### src/rtl/ctbtd_pkg.sv
// Shared constants, payload types and work-queue entry of the tiled block decoder.
// No dependencies.
`default_nettype none

package ctbtd_pkg;

    // Largest image side in pixels
    localparam int MAX_DIM = 1024;

    // Configuration port
    localparam int CFG_W     = 11;
    localparam int CFG_IDX_W = 1;
    localparam logic [CFG_IDX_W-1:0] CFG_IMAGE_WIDTH  = 1'b0;
    localparam logic [CFG_IDX_W-1:0] CFG_IMAGE_HEIGHT = 1'b1;
    localparam logic [CFG_W-1:0]     CFG_DIM_RESET    = CFG_W'(MAX_DIM);

    // Derived widths
    localparam int DIM_W   = $clog2(MAX_DIM + 1);
    localparam int COORD_W = $clog2(MAX_DIM);
    localparam int TILE_W  = (COORD_W > 3) ? COORD_W - 3 : 1;
    localparam int BASE_W  = TILE_W + 3;
    localparam int TCNT_W  = TILE_W + 1;
    localparam int CLAMP_W = (CFG_W > DIM_W) ? CFG_W : DIM_W;
    localparam int PIX_W   = 10;
    localparam int XW_A    = (BASE_W + 1 > DIM_W) ? BASE_W + 1 : DIM_W;
    localparam int XW      = (XW_A > PIX_W) ? XW_A : PIX_W;

    // Work queue between front and back
    localparam int QUEUE_DEPTH = 2;
    localparam int QPTR_W      = (QUEUE_DEPTH > 1) ? $clog2(QUEUE_DEPTH) : 1;
    localparam int QCNT_W      = $clog2(QUEUE_DEPTH + 1);

    typedef struct packed {
        logic [15:0] color_a;
        logic [15:0] color_b;
        logic [31:0] index_word;
    } t_in_item;

    typedef struct packed {
        logic [PIX_W-1:0] pixel_x;
        logic [PIX_W-1:0] pixel_y;
        logic [7:0]       red;
        logic [7:0]       green;
        logic [7:0]       blue;
        logic             last;
    } t_out_item;

    // One visible sub-block, palette already built
    typedef struct packed {
        logic [3:0][15:0]  pal;
        logic [31:0]       index_word;
        logic [BASE_W-1:0] base_x;
        logic [BASE_W-1:0] base_y;
        logic [1:0]        last_col;
        logic [1:0]        last_row;
    } t_work;

endpackage

`default_nettype wire

### src/rtl/ctbtd_front.sv
// Front end: configuration registers, tile position tracking, palette build and
// visibility classification of each sub-block. Depends on ctbtd_pkg.
`default_nettype none

module ctbtd_front (
    input  wire                            i_clk,
    input  wire                            i_rst_n,
    input  wire                            i_cfg_valid,
    input  wire [ctbtd_pkg::CFG_IDX_W-1:0] i_cfg_index,
    input  wire [ctbtd_pkg::CFG_W-1:0]     i_cfg_data,
    input  wire                            i_accept,
    input  ctbtd_pkg::t_in_item            i_item,
    output logic                           o_push,
    output ctbtd_pkg::t_work               o_work
);
    import ctbtd_pkg::*;

    logic [CFG_W-1:0]  r_image_width, n_image_width;
    logic [CFG_W-1:0]  r_image_height, n_image_height;
    logic [1:0]        r_sub, n_sub;
    logic [TILE_W-1:0] r_tile_col, n_tile_col;
    logic [TILE_W-1:0] r_tile_row, n_tile_row;

    logic [DIM_W-1:0]  w_width, w_height;
    logic [DIM_W:0]    w_tsum_x, w_tsum_y;
    logic [TCNT_W-1:0] w_tiles_x, w_tiles_y;
    logic [TCNT_W-1:0] w_col_inc, w_row_inc;
    logic [BASE_W-1:0] w_base_x, w_base_y;
    logic [3:0]        w_col_ok, w_row_ok;
    logic [1:0]        w_last_col, w_last_row;
    logic              w_gt;
    logic [15:0]       w_pal2, w_pal3;

    // Clamp a programmed dimension into 1..MAX_DIM
    function automatic logic [DIM_W-1:0] f_clamp(input logic [CFG_W-1:0] v);
        logic [CLAMP_W-1:0] e;
        e = CLAMP_W'(v);
        priority if (e == '0) begin
            return DIM_W'(1);
        end else if (e > CLAMP_W'(MAX_DIM)) begin
            return DIM_W'(MAX_DIM);
        end else begin
            return e[DIM_W-1:0];
        end
    endfunction

    // s / 3 for s below 192, by reciprocal
    function automatic logic [5:0] f_div3(input logic [7:0] s);
        logic [15:0] prod;
        prod = 16'(s) * 16'd171;
        return prod[14:9];
    endfunction

    // (2a + b) / 3 per channel, truncated
    function automatic logic [15:0] f_third(input logic [15:0] ca, input logic [15:0] cb);
        logic [7:0] sr, sg, sb;
        logic [5:0] qr, qg, qb;
        sr = {2'b00, ca[15:11], 1'b0} + {3'b000, cb[15:11]};
        sg = {1'b0, ca[10:5], 1'b0} + {2'b00, cb[10:5]};
        sb = {2'b00, ca[4:0], 1'b0} + {3'b000, cb[4:0]};
        qr = f_div3(sr);
        qg = f_div3(sg);
        qb = f_div3(sb);
        return {qr[4:0], qg, qb[4:0]};
    endfunction

    // (a + b) / 2 per channel, truncated
    function automatic logic [15:0] f_half(input logic [15:0] ca, input logic [15:0] cb);
        logic [5:0] sr, sb;
        logic [6:0] sg;
        sr = {1'b0, ca[15:11]} + {1'b0, cb[15:11]};
        sg = {1'b0, ca[10:5]} + {1'b0, cb[10:5]};
        sb = {1'b0, ca[4:0]} + {1'b0, cb[4:0]};
        return {sr[5:1], sg[6:1], sb[5:1]};
    endfunction

    // Effective dimensions and tile counts
    always_comb begin
        w_width   = f_clamp(r_image_width);
        w_height  = f_clamp(r_image_height);
        w_tsum_x  = {1'b0, w_width} + (DIM_W + 1)'(7);
        w_tsum_y  = {1'b0, w_height} + (DIM_W + 1)'(7);
        w_tiles_x = TCNT_W'(w_tsum_x >> 3);
        w_tiles_y = TCNT_W'(w_tsum_y >> 3);
        w_col_inc = {1'b0, r_tile_col} + TCNT_W'(1);
        w_row_inc = {1'b0, r_tile_row} + TCNT_W'(1);
    end

    // Sub-block origin and which rows and columns fall inside the image
    always_comb begin
        w_base_x = {r_tile_col, r_sub[0], 2'b00};
        w_base_y = {r_tile_row, r_sub[1], 2'b00};
        for (int c = 0; c < 4; c++) begin
            w_col_ok[c] = (XW'(w_base_x) + XW'(c)) < XW'(w_width);
            w_row_ok[c] = (XW'(w_base_y) + XW'(c)) < XW'(w_height);
        end
        priority if (w_col_ok[3]) w_last_col = 2'd3;
        else if (w_col_ok[2])     w_last_col = 2'd2;
        else if (w_col_ok[1])     w_last_col = 2'd1;
        else                      w_last_col = 2'd0;
        priority if (w_row_ok[3]) w_last_row = 2'd3;
        else if (w_row_ok[2])     w_last_row = 2'd2;
        else if (w_row_ok[1])     w_last_row = 2'd1;
        else                      w_last_row = 2'd0;
    end

    // Palette
    always_comb begin
        w_gt = i_item.color_a > i_item.color_b;
        if (w_gt) begin
            w_pal2 = f_third(i_item.color_a, i_item.color_b);
            w_pal3 = f_third(i_item.color_b, i_item.color_a);
        end else begin
            w_pal2 = f_half(i_item.color_a, i_item.color_b);
            w_pal3 = 16'h0000;
        end
    end

    // Work entry; sub-blocks wholly outside the image are dropped here
    always_comb begin
        o_work.pal[0]     = i_item.color_a;
        o_work.pal[1]     = i_item.color_b;
        o_work.pal[2]     = w_pal2;
        o_work.pal[3]     = w_pal3;
        o_work.index_word = i_item.index_word;
        o_work.base_x     = w_base_x;
        o_work.base_y     = w_base_y;
        o_work.last_col   = w_last_col;
        o_work.last_row   = w_last_row;
        o_push            = i_accept && w_col_ok[0] && w_row_ok[0];
    end

    // Configuration writes
    always_comb begin
        n_image_width  = r_image_width;
        n_image_height = r_image_height;
        if (i_cfg_valid) begin
            unique case (i_cfg_index)
                CFG_IMAGE_WIDTH:  n_image_width  = i_cfg_data;
                CFG_IMAGE_HEIGHT: n_image_height = i_cfg_data;
                default: ;
            endcase
        end
    end

    // Position advance: 2x2 inside the tile, tiles left to right, then rows
    always_comb begin
        n_sub      = r_sub;
        n_tile_col = r_tile_col;
        n_tile_row = r_tile_row;
        if (i_accept) begin
            n_sub = r_sub + 2'd1;
            if (r_sub == 2'd3) begin
                if (w_col_inc >= w_tiles_x) begin
                    n_tile_col = '0;
                    if (w_row_inc >= w_tiles_y) begin
                        n_tile_row = '0;
                    end else begin
                        n_tile_row = w_row_inc[TILE_W-1:0];
                    end
                end else begin
                    n_tile_col = w_col_inc[TILE_W-1:0];
                end
            end
        end
    end

    always_ff @(posedge i_clk) begin
        if (!i_rst_n) begin
            r_image_width  <= CFG_DIM_RESET;
            r_image_height <= CFG_DIM_RESET;
            r_sub          <= '0;
            r_tile_col     <= '0;
            r_tile_row     <= '0;
        end else begin
            r_image_width  <= n_image_width;
            r_image_height <= n_image_height;
            r_sub          <= n_sub;
            r_tile_col     <= n_tile_col;
            r_tile_row     <= n_tile_row;
        end
    end

endmodule

`default_nettype wire

### src/rtl/ctbtd_queue.sv
// Short work queue between the front end and the pixel back end.
// Depends on ctbtd_pkg.
`default_nettype none

module ctbtd_queue (
    input  wire                 i_clk,
    input  wire                 i_rst_n,
    input  wire                 i_push,
    input  ctbtd_pkg::t_work    i_wdata,
    output logic                o_full,
    input  wire                 i_pop,
    output ctbtd_pkg::t_work    o_rdata,
    output logic                o_empty
);
    import ctbtd_pkg::*;

    t_work              r_mem [QUEUE_DEPTH];
    logic [QPTR_W-1:0]  r_wr_ptr, n_wr_ptr;
    logic [QPTR_W-1:0]  r_rd_ptr, n_rd_ptr;
    logic [QCNT_W-1:0]  r_count, n_count;
    logic               w_do_push, w_do_pop;

    function automatic logic [QPTR_W-1:0] f_next(input logic [QPTR_W-1:0] p);
        if (p == QPTR_W'(QUEUE_DEPTH - 1)) begin
            return '0;
        end
        return p + QPTR_W'(1);
    endfunction

    // Status and pointer update
    always_comb begin
        o_full    = r_count == QCNT_W'(QUEUE_DEPTH);
        o_empty   = r_count == '0;
        o_rdata   = r_mem[r_rd_ptr];
        w_do_push = i_push && !o_full;
        w_do_pop  = i_pop && !o_empty;
        n_wr_ptr  = w_do_push ? f_next(r_wr_ptr) : r_wr_ptr;
        n_rd_ptr  = w_do_pop ? f_next(r_rd_ptr) : r_rd_ptr;
        n_count   = r_count;
        if (w_do_push && !w_do_pop) begin
            n_count = r_count + QCNT_W'(1);
        end else if (w_do_pop && !w_do_push) begin
            n_count = r_count - QCNT_W'(1);
        end
    end

    // Storage
    always_ff @(posedge i_clk) begin
        if (w_do_push) begin
            r_mem[r_wr_ptr] <= i_wdata;
        end
    end

    always_ff @(posedge i_clk) begin
        if (!i_rst_n) begin
            r_wr_ptr <= '0;
            r_rd_ptr <= '0;
            r_count  <= '0;
        end else begin
            r_wr_ptr <= n_wr_ptr;
            r_rd_ptr <= n_rd_ptr;
            r_count  <= n_count;
        end
    end

endmodule

`default_nettype wire

### src/rtl/ctbtd_back.sv
// Back end: walks the visible pixels of the head sub-block into the result register,
// one per cycle while that register is free or being drained. Depends on ctbtd_pkg.
`default_nettype none

module ctbtd_back (
    input  wire                  i_clk,
    input  wire                  i_rst_n,
    input  wire                  i_avail,
    input  ctbtd_pkg::t_work     i_work,
    output logic                 o_take,
    output logic                 o_empty,
    input  wire                  i_pop,
    output ctbtd_pkg::t_out_item o_result
);
    import ctbtd_pkg::*;

    logic [1:0]  r_col, n_col;
    logic [1:0]  r_row, n_row;
    logic        r_out_valid, n_out_valid;
    t_out_item   r_out;

    logic        w_fire;
    logic        w_end_col, w_end_row;
    logic [4:0]  w_shamt;
    logic [31:0] w_shifted;
    logic [15:0] w_raw;
    logic [XW-1:0] w_x, w_y;
    t_out_item   w_pixel;

    // Current pixel
    always_comb begin
        w_end_col = r_col == i_work.last_col;
        w_end_row = r_row == i_work.last_row;
        w_shamt   = {r_row, r_col, 1'b0};
        w_shifted = i_work.index_word << w_shamt;
        w_raw     = i_work.pal[w_shifted[31:30]];
        w_x       = XW'(i_work.base_x) + XW'(r_col);
        w_y       = XW'(i_work.base_y) + XW'(r_row);
        w_pixel.pixel_x = w_x[PIX_W-1:0];
        w_pixel.pixel_y = w_y[PIX_W-1:0];
        w_pixel.red     = {w_raw[15:11], 3'b000};
        w_pixel.green   = {w_raw[10:6], 3'b000};
        w_pixel.blue    = {w_raw[4:0], 3'b000};
        w_pixel.last    = w_end_col && w_end_row;
    end

    // Issue a pixel whenever the result register is free or being drained
    always_comb begin
        w_fire      = i_avail && (!r_out_valid || i_pop);
        o_take      = w_fire && w_end_col && w_end_row;
        n_col       = r_col;
        n_row       = r_row;
        n_out_valid = r_out_valid;
        if (i_pop) begin
            n_out_valid = 1'b0;
        end
        if (w_fire) begin
            n_out_valid = 1'b1;
            if (w_end_col) begin
                n_col = '0;
                n_row = w_end_row ? 2'd0 : r_row + 2'd1;
            end else begin
                n_col = r_col + 2'd1;
            end
        end
    end

    always_comb begin
        o_empty  = !r_out_valid;
        o_result = r_out;
    end

    // Result register
    always_ff @(posedge i_clk) begin
        if (w_fire) begin
            r_out <= w_pixel;
        end
    end

    always_ff @(posedge i_clk) begin
        if (!i_rst_n) begin
            r_col       <= '0;
            r_row       <= '0;
            r_out_valid <= 1'b0;
        end else begin
            r_col       <= n_col;
            r_row       <= n_row;
            r_out_valid <= n_out_valid;
        end
    end

endmodule

`default_nettype wire

### src/rtl/cmpr_tiled_block_texture_decode_core.sv
// The first pixel of a sub-block passes through the work queue and the result register
// before it reaches the result ports; the rest follow one per cycle while pop is held high.
// Pixels: a sub-block yields as many as it has inside the image (up to 16); one wholly
// outside the image is dropped at the input and never queued. Input
// stalls only while the two-entry work queue is full. Reset (synchronous, active low)
// empties queue and result register, sets both sides to 1024 and the position to zero.
`default_nettype none

module cmpr_tiled_block_texture_decode_core (
    input  wire                            i_clk,
    input  wire                            i_rst_n,
    input  wire                            i_push,
    output logic                           o_full,
    input  ctbtd_pkg::t_in_item            i_item,
    output logic                           o_empty,
    input  wire                            i_pop,
    output ctbtd_pkg::t_out_item           o_result,
    input  wire                            i_cfg_valid,
    output logic                           o_cfg_ready,
    input  wire [ctbtd_pkg::CFG_IDX_W-1:0] i_cfg_index,
    input  wire [ctbtd_pkg::CFG_W-1:0]     i_cfg_data
);
    import ctbtd_pkg::*;

    logic  w_accept;
    logic  w_q_push, w_q_full, w_q_pop, w_q_empty;
    t_work w_q_wdata, w_q_rdata;

    assign o_cfg_ready = 1'b1;
    assign o_full      = w_q_full;
    assign w_accept    = i_push && !w_q_full;

    // Front: position, palette and classification
    ctbtd_front u_front (
        .i_clk       (i_clk),
        .i_rst_n     (i_rst_n),
        .i_cfg_valid (i_cfg_valid),
        .i_cfg_index (i_cfg_index),
        .i_cfg_data  (i_cfg_data),
        .i_accept    (w_accept),
        .i_item      (i_item),
        .o_push      (w_q_push),
        .o_work      (w_q_wdata)
    );

    // Decoupling queue
    ctbtd_queue u_queue (
        .i_clk   (i_clk),
        .i_rst_n (i_rst_n),
        .i_push  (w_q_push),
        .i_wdata (w_q_wdata),
        .o_full  (w_q_full),
        .i_pop   (w_q_pop),
        .o_rdata (w_q_rdata),
        .o_empty (w_q_empty)
    );

    // Back: pixel emission
    ctbtd_back u_back (
        .i_clk    (i_clk),
        .i_rst_n  (i_rst_n),
        .i_avail  (!w_q_empty),
        .i_work   (w_q_rdata),
        .o_take   (w_q_pop),
        .o_empty  (o_empty),
        .i_pop    (i_pop),
        .o_result (o_result)
    );

endmodule

`default_nettype wire

### config.mk
export PLATFORM = sky130hd
export DESIGN_NAME = cmpr_tiled_block_texture_decode_core
export DESIGN_NICKNAME = d
export VERILOG_FILES = /design/src/rtl/ctbtd_pkg.sv /design/src/rtl/ctbtd_front.sv /design/src/rtl/ctbtd_queue.sv /design/src/rtl/ctbtd_back.sv /design/src/rtl/cmpr_tiled_block_texture_decode_core.sv
export SDC_FILE = /design/constraint.sdc
export NUM_CORES = 1
export LEC_CHECK = 0
export BUFFER_PORTS_ARGS = -buffer_cell sky130_fd_sc_hd__buf_2
export CORE_MARGIN = 5
export CORE_UTILIZATION = 62
export DETAILED_ROUTE_END_ITERATION = 10
export GPL_TIMING_DRIVEN = 1
export PLACE_DENSITY_LB_ADDON = 0.12
export SLEW_MARGIN = 5
export SYNTH_ARGS = -nofsm -noshare
export SYNTH_HDL_FRONTEND = slang
export SYNTH_SLANG_ARGS = --single-unit
export TNS_END_PERCENT = 50
### constraint.sdc
create_clock -name i_clk -period 10.2 [get_ports i_clk]
set_input_delay 0.51 -clock i_clk [delete_from_list [all_inputs] [get_ports i_clk]]
set_output_delay 0.51 -clock i_clk [all_outputs]
set_load 0.02 [all_outputs]
==> results.json, run 1 <==
{
  "cp_slowest_stage_delay_ps": 490,
  "crit_arrival_ps": 5510,
  "power.density_mw_per_mm2": 239,
  "yosysTopAreaCell": "edfxtp_1",
  "fin_area_mm2": 0.0227,
  "synth_area_leaders": "edfxtp_1 (38%), ha_1 (19%), fa_1 (6.4%)",
  "r2r_slack_ps": 5320,
  "post-cts-setup-buffer-count": 0,
  "cp_max_fo": 9,
  "cts_buffer_depth": 3,
  "yosys_warnings": 0,
  "clk_pin_slew_ps": 60,
  "wl_per_cell_um": 17.6,
  "r2r_cells": 10,
  "required_ps": 10470,
  "muxShareOfSynthArea_pct": 9.03,
  "ant_nets": 0,
  "hpwl_um": 30200,
  "grt_first_pass_wirelength_um": 67200,
  "avgSynthCellArea_um2": 12.0,
  "status": "complete, no violations",
  "fin_skew_ps": 24.7,
  "placed_cell_area_mm2": 0.0217,
  "seq_area_frac_synth_pct": 42.4,
  "crit_top_cell": "fa_1",
  "holdWs_ps": 135,
  "cp_slowest_cell": "fa_1",
  "cts.repair.resized": 0,
  "p_clk_share_pct": 20.6,
  "hold_end": "u_queue.r_mem[1][37]",
  "ys_types": 59,
  "start_util_pct": 63.2,
  "syn_inst": 1722,
  "p_leak_nw": 9.79,
  "r2r-start": "u_front.r_image_height[10]",
  "max_freq_ghz": 0.191,
  "drt_iter0_drc": 567,
  "syn_area_mm2": 0.0207,
  "seqPwrFrac_pct": 32.0,
  "ys_seq_elements": 308,
  "internal-power_mw": 3.40,
  "drv_slew": 0,
  "vias": 12900,
  "min_period_over_period_pct": 51.4,
  "portBuffers": 118,
  "synthSimpleGateAreaFrac_pct": 7.11,
  "worst_pin_slew_ps": 947,
  "r2r_end": "u_queue.r_mem[0][100]",
  "power.net_switching_mw": 2.00,
  "critical_path_buf_inv_count": 4,
  "ys.flop_type": "edfxtp_1",
  "async_flop_share_pct": 0,
  "setup_tns_ps": 0,
  "cts_inserted_buffers": 31,
  "setup_violations": 0,
  "cts_hold_buffers": 0,
  "synthAdderAreaFrac_pct": 25.0,
  "drive_above_1_share_pct": 12.6,
  "core_mm2": 0.0327,
  "viasPerCell": 5.59,
  "startpoint": "i_item[43]",
  "hold_viol": 0,
  "synth_xor_area_share_pct": 4.58,
  "die_h_um": 193,
  "critPathKind": "primary input to flop",
  "grt_overflow_total": 0,
  "rsz0062_at_grt": "no",
  "critPathCaptureType": "flop",
  "hold_path.class": "primary input to flop",
  "clock_sinks": 308,
  "synth_top_family_by_area": "adder cells",
  "grt_max_degree": 61,
  "cts_root_buf": "clkbuf_16",
  "gp_congestion": 0.863,
  "track_usage_pct": 22.5,
  "dieArea_mm2": 0.0371,
  "synth_edf_count": 260,
  "max_cap_violations": 0,
  "synth-compound-area-share_pct": 6.93,
  "tritoncts": "yes",
  "area_growth_pct": 9.69,
  "rows": 66,
  "grt_pass1_vias": 13500,
  "power_frac_comb_pct": 47.4,
  "antenna_found_initial": 0,
  "wirelength_um": 40600,
  "synth_top_cell_area_share_pct": 37.8,
  "h-tree-depth": 1,
  "cp_cell_sequence": "buf_2 > ha_1 > fa_1 > a21o_1 > a21oi_1 > xnor2_1 > inv_1 > ha_1 > inv_1 > fa_1 > fa_1 > inv_1 > fa_1 > ha_1 > a21oi_1 > nand2_1 > a31oi_1 > o21bai_1 > o31a_1 > xnor2_1 > nor2_1",
  "final_cells": 2305,
  "io_pins": 129,
  "nets": 2296,
  "clk_latency_ps": 570,
  "fin_util_pct": 69.3,
  "crit_path_start_kind": "primary input",
  "whs_path_depth": 1,
  "drtPass1Iterations": 5,
  "sw_frac_of_total_pct": 37.1,
  "slew_headroom_pct": 35.2,
  "irDropWorstVdd_mv": 0.202,
  "drc": 0,
  "die_w_um": 193,
  "finalCriticalPeriod_ps": 5250,
  "dp.cells": 2250,
  "worstHoldStart": "i_item[17]",
  "path_delay_family": "adder cells"
}
-- final cells by class --
class / instances / area (µm²)
multi-input combinational: 1178 / 11000
tap: 442 / 553
timing repair buffer: 127 / 658
clock buffer: 34 / 807
antenna: 1 / 2.50
fill: 2412 / 10000
sequential: 308 / 8770
clock inverter: 20 / 185
inverter: 195 / 732
-- placed cells by master, fill, tap and decap left out, types with 11 or more instances in the layout --
cell and n:
a21boi_0 26, a21o_1 26, a21oi_1 61, and3_1 11, buf_2 118, clkbuf_16 31, dfxtp_1 47, edfxtp_1 260
fa_1 66, ha_1 308, inv_1 195, mux2_2 31, mux2i_1 120, mux4_2 14, nand2_1 94, nand2b_1 31
nand3_1 33, nor2_1 69, nor2b_1 16, o21a_1 13, o21ai_0 28, o21bai_1 12, xnor2_1 77, xor2_1 31
-- worst reg2reg max path: stages (launching register included) --
cell and delay (ps):
dfxtp_1 660, nand2b_1 200, ha_1 250, a21o_1 190
a21o_1 170, a21oi_1 190, o21ai_0 220, nor4_1 620
nor2b_4 580, buf_4 670, buf_4 710
-- logic make-up after synthesis --
| logic type | count (synthesis) |
|---|---|
| fa+ha+maj | 374 |
| flops | 308 |
| xor+xnor | 108 |
| compound gates | 217 |
| mux | 165 |
| buf+inv | 244 |
| simple gates | 304 |
| other cells | 2 |
-- cell usage after synthesis (13+ instances only) --
library cell	n
a21o_1	26
ha_1	308
o21ai_0	28
xnor2_1	77
a21oi_1	61
a21boi_0	26
nand3_1	33
inv_1	195
mux2_2	31
mux4_2	14
nand2b_1	31
clkbuf_1	21
edfxtp_1	260
mux2i_1	120
dfxtp_1	48
nor2_1	70
nor2b_1	17
fa_1	66
o21a_1	13
nand2_1	94
xor2_1	31
-- flip-flops by register name, indices dropped and copies added (netlist names), named ones only --
register,cells
u_front.r_sub,2
u_back.r_out_valid,1
u_front.r_image_height,11
u_back.r_col,2
u_queue.r_wr_ptr,1
u_back.o_result,36
u_queue.r_rd_ptr,1
u_front.r_tile_col,7
u_back.r_row,2
u_front.r_tile_row,7
u_front.r_image_width,11
u_queue.r_count,2
u_queue.r_mem,224
-- worst max-delay path by stage --
| stage | end | slack (ps) | cells after the start |
|---|---|---|---|
| after floorplan | u_queue.r_mem[0][0] | 2470 | 10 |
| after global placement | u_queue.r_mem[0][99] | 4570 | 21 |
| after detailed placement | u_queue.r_mem[0][99] | 4410 | 21 |
| after CTS | u_queue.r_mem[0][99] | 4990 | 21 |
| after global routing | u_queue.r_mem[0][99] | 4600 | 21 |
| final | u_queue.r_mem[1][115] | 4950 | 21 |
-- stage by stage --
| stage | total power [mW] | setup slack (ps) |
|---|---|---|
| 2_1_floorplan | 3.69 | 2470 |
| 3_3_place_gp | 4.22 | 4570 |
| 3_5_place_dp | 4.32 | 4410 |
| 4_1_cts | 5.46 | 4990 |
| 5_1_grt | 5.89 | 4600 |
| 6_report | 5.41 | 4950 |
-- per-layer routing --
layer  global-route usage (%)  part of all wire (%)
met1                     30.1                    45
met2                     39.3                    49
met3                     2.50                   4.3
met4                     5.62                   2.3
met5                        0                     0
-- power by group through the flow --
stage          clock network, mW  logic (mW)  registers, mW
3_5_place_dp                   0        2.57           1.75
4_1_cts                     1.13        2.60           1.73
3_3_place_gp                   0        2.47           1.75
5_1_grt                     1.19        2.95           1.75
2_1_floorplan                  0        1.88           1.81
6_report                    1.11        2.57           1.73
Note: power is estimated with default switching activity, not from simulation.
==> run 2: changes to the inputs <==
--- a/config.mk
+++ b/config.mk
@@ -7,7 +7,7 @@
 export LEC_CHECK = 0
 export BUFFER_PORTS_ARGS = -buffer_cell sky130_fd_sc_hd__buf_2
 export CORE_MARGIN = 5
-export CORE_UTILIZATION = 62
+export CORE_UTILIZATION = 56
 export DETAILED_ROUTE_END_ITERATION = 10
 export GPL_TIMING_DRIVEN = 1
 export PLACE_DENSITY_LB_ADDON = 0.12
==> constraint.sdc (replaced) <==
create_clock -name i_clk -period 4.8 [get_ports i_clk]
set_input_delay 0.24 -clock i_clk [delete_from_list [all_inputs] [get_ports i_clk]]
set_output_delay 0.24 -clock i_clk [all_outputs]
set_load 0.02 [all_outputs]
==> results.json, run 2 (same netlist as run 1, synthesis figures left out) <==
{
  "crit_top_cell": "fa_1",
  "cts_buffer_depth": 3,
  "start_util_pct": 56.6,
  "gp_congestion": 0.846,
  "max_cap_violations": 0,
  "placed_cell_area_mm2": 0.0225,
  "die_h_um": 202,
  "cp_max_fo": 3,
  "core_mm2": 0.0365,
  "hold_viol": 0,
  "cp_cell_sequence": "buf_2 > ha_1 > fa_1 > a21o_1 > a21oi_1 > xor2_1 > inv_1 > ha_1 > inv_1 > fa_1 > fa_1 > inv_1 > fa_1 > ha_1 > a21oi_1 > o21ai_0 > a21oi_1 > nor2b_1 > o31ai_2 > xnor2_1 > mux2i_1",
  "hold_path.class": "primary input to flop",
  "clock_sinks": 308,
  "grt_first_pass_wirelength_um": 68900,
  "io_pins": 129,
  "drtPass1Iterations": 5,
  "vias": 13400,
  "power.density_mw_per_mm2": 489,
  "area_growth_pct": 15.4,
  "die_w_um": 202,
  "largest_register_ffs": 224,
  "clk_pin_slew_ps": 60,
  "dieArea_mm2": 0.0408,
  "fin_skew_ps": 20.2,
  "wl_per_cell_um": 16.7,
  "tritoncts": "yes",
  "dp.cells": 2386,
  "track_usage_pct": 20.3,
  "crit_path_start_kind": "primary input",
  "ant_nets": 0,
  "grt_busiest_layer": "met2",
  "critPathKind": "primary input to flop",
  "hpwl_um": 31400,
  "critPathCaptureType": "flop",
  "status": "complete, no violations",
  "grtUsageMet3_pct": 1.99,
  "clk_latency_ps": 540,
  "setup_violations": 0,
  "drv_slew": 0,
  "met2_usage_pct": 36.1,
  "drt_iter0_drc": 593,
  "drc": 0,
  "irDropWorstVdd_mv": 0.446,
  "grt_overflow_total": 0,
  "path_delay_family": "adder cells",
  "finalCriticalPeriod_ps": 4560,
  "grt_max_degree": 57,
  "use_met1_pct": 27.5,
  "cts_inserted_buffers": 29,
  "min_period_over_period_pct": 95.1,
  "drive_above_1_share_pct": 16.7,
  "num_antenna_cells": 0,
  "h-tree-depth": 1,
  "required_ps": 5020,
  "nets": 2448,
  "viasPerCell": 5.38,
  "layout_common_cells": "ha_1 (308), edfxtp_1 (260), inv_1 (195)",
  "cts_root_buf": "clkbuf_16",
  "max_freq_ghz": 0.219,
  "p_leak_nw": 10.4,
  "critical_path_buf_inv_count": 4,
  "grt_pass1_vias": 14000,
  "crit_arrival_ps": 4780,
  "r2r_slack_ps": 1140,
  "largest_register": "u_queue.r_mem",
  "final_cells": 2483,
  "cp_slowest_cell": "fa_1",
  "rows": 70,
  "worst_pin_slew_ps": 1080,
  "antenna_found_initial": 0,
  "cp_slowest_stage_delay_ps": 490,
  "wirelength_um": 41500,
  "layout_commonest_cell": "ha_1",
  "portBuffers": 118,
  "fin_area_mm2": 0.0238,
  "slew_headroom_pct": 27.4
}
[run 2: power by group]
group | internal (mW) | leakage (nW) | switching [mW]
clock network | 1.13 | 0.408 | 0.938
registers | 3.52 | 2.82 | 0.153
logic | 2.72 | 7.20 | 3.22
[run 2: cell type report]
cell class                      count  area (µm²)
Fill cell                        2837       12700
Multi-Input combinational cell   1178       11000
Sequential cell                   308        8770
Timing Repair Buffer              281        1930
Clock buffer                       38         769
Inverter                          195         732
Tap cell                          468         586
Clock inverter                     15        78.8
[run 2: metal layers]
metal  routed length, µm  share of wire [%]
met1               19000                 46
met2               20500                 49
met3                1440                3.5
met4                 523                1.3
met5                   0                  0
[run 2: path summary, 6_finish.rpt]
| path | depth (start not counted) | startpoint | to |
|---|---|---|---|
| worst min-delay path | 1 | i_item[47] | u_queue.r_mem[1][83] |
| worst min register to register | 2 | u_front.r_image_width[8] | u_front.r_image_width[8] |
| worst max-delay path | 21 | i_item[44] | u_queue.r_mem[1][99] |
| worst max register to register | 10 | u_front.r_image_height[10] | u_queue.r_mem[1][58] |
[run 2: timing repair]
| item | 4_1_cts | 5_1_grt |
|---|---|---|
| resized for setup | 0 | 4 |
| hold buffers | 43 | 0 |
| buffers inserted | 0 | 1 |
| endpoints found under the hold margin | 86 | 0 |
| setup endpoints to repair | 0 | 10 |
[run 2: stage by stage]
step                power (mW)  util [%]  setup slack (ps)  setup TNS, ps  hold WS [ps]
finish                    11.7      65.3               236              0          35.0
floorplan                 7.82         -              -175           -755           339
detailed placement        9.66      61.7              -331          -8980           433
CTS                       11.8      65.2               207              0          17.8
global route              12.7      65.3             -7.50          -14.9          29.0
global placement          9.46      61.7              -217          -4480           429
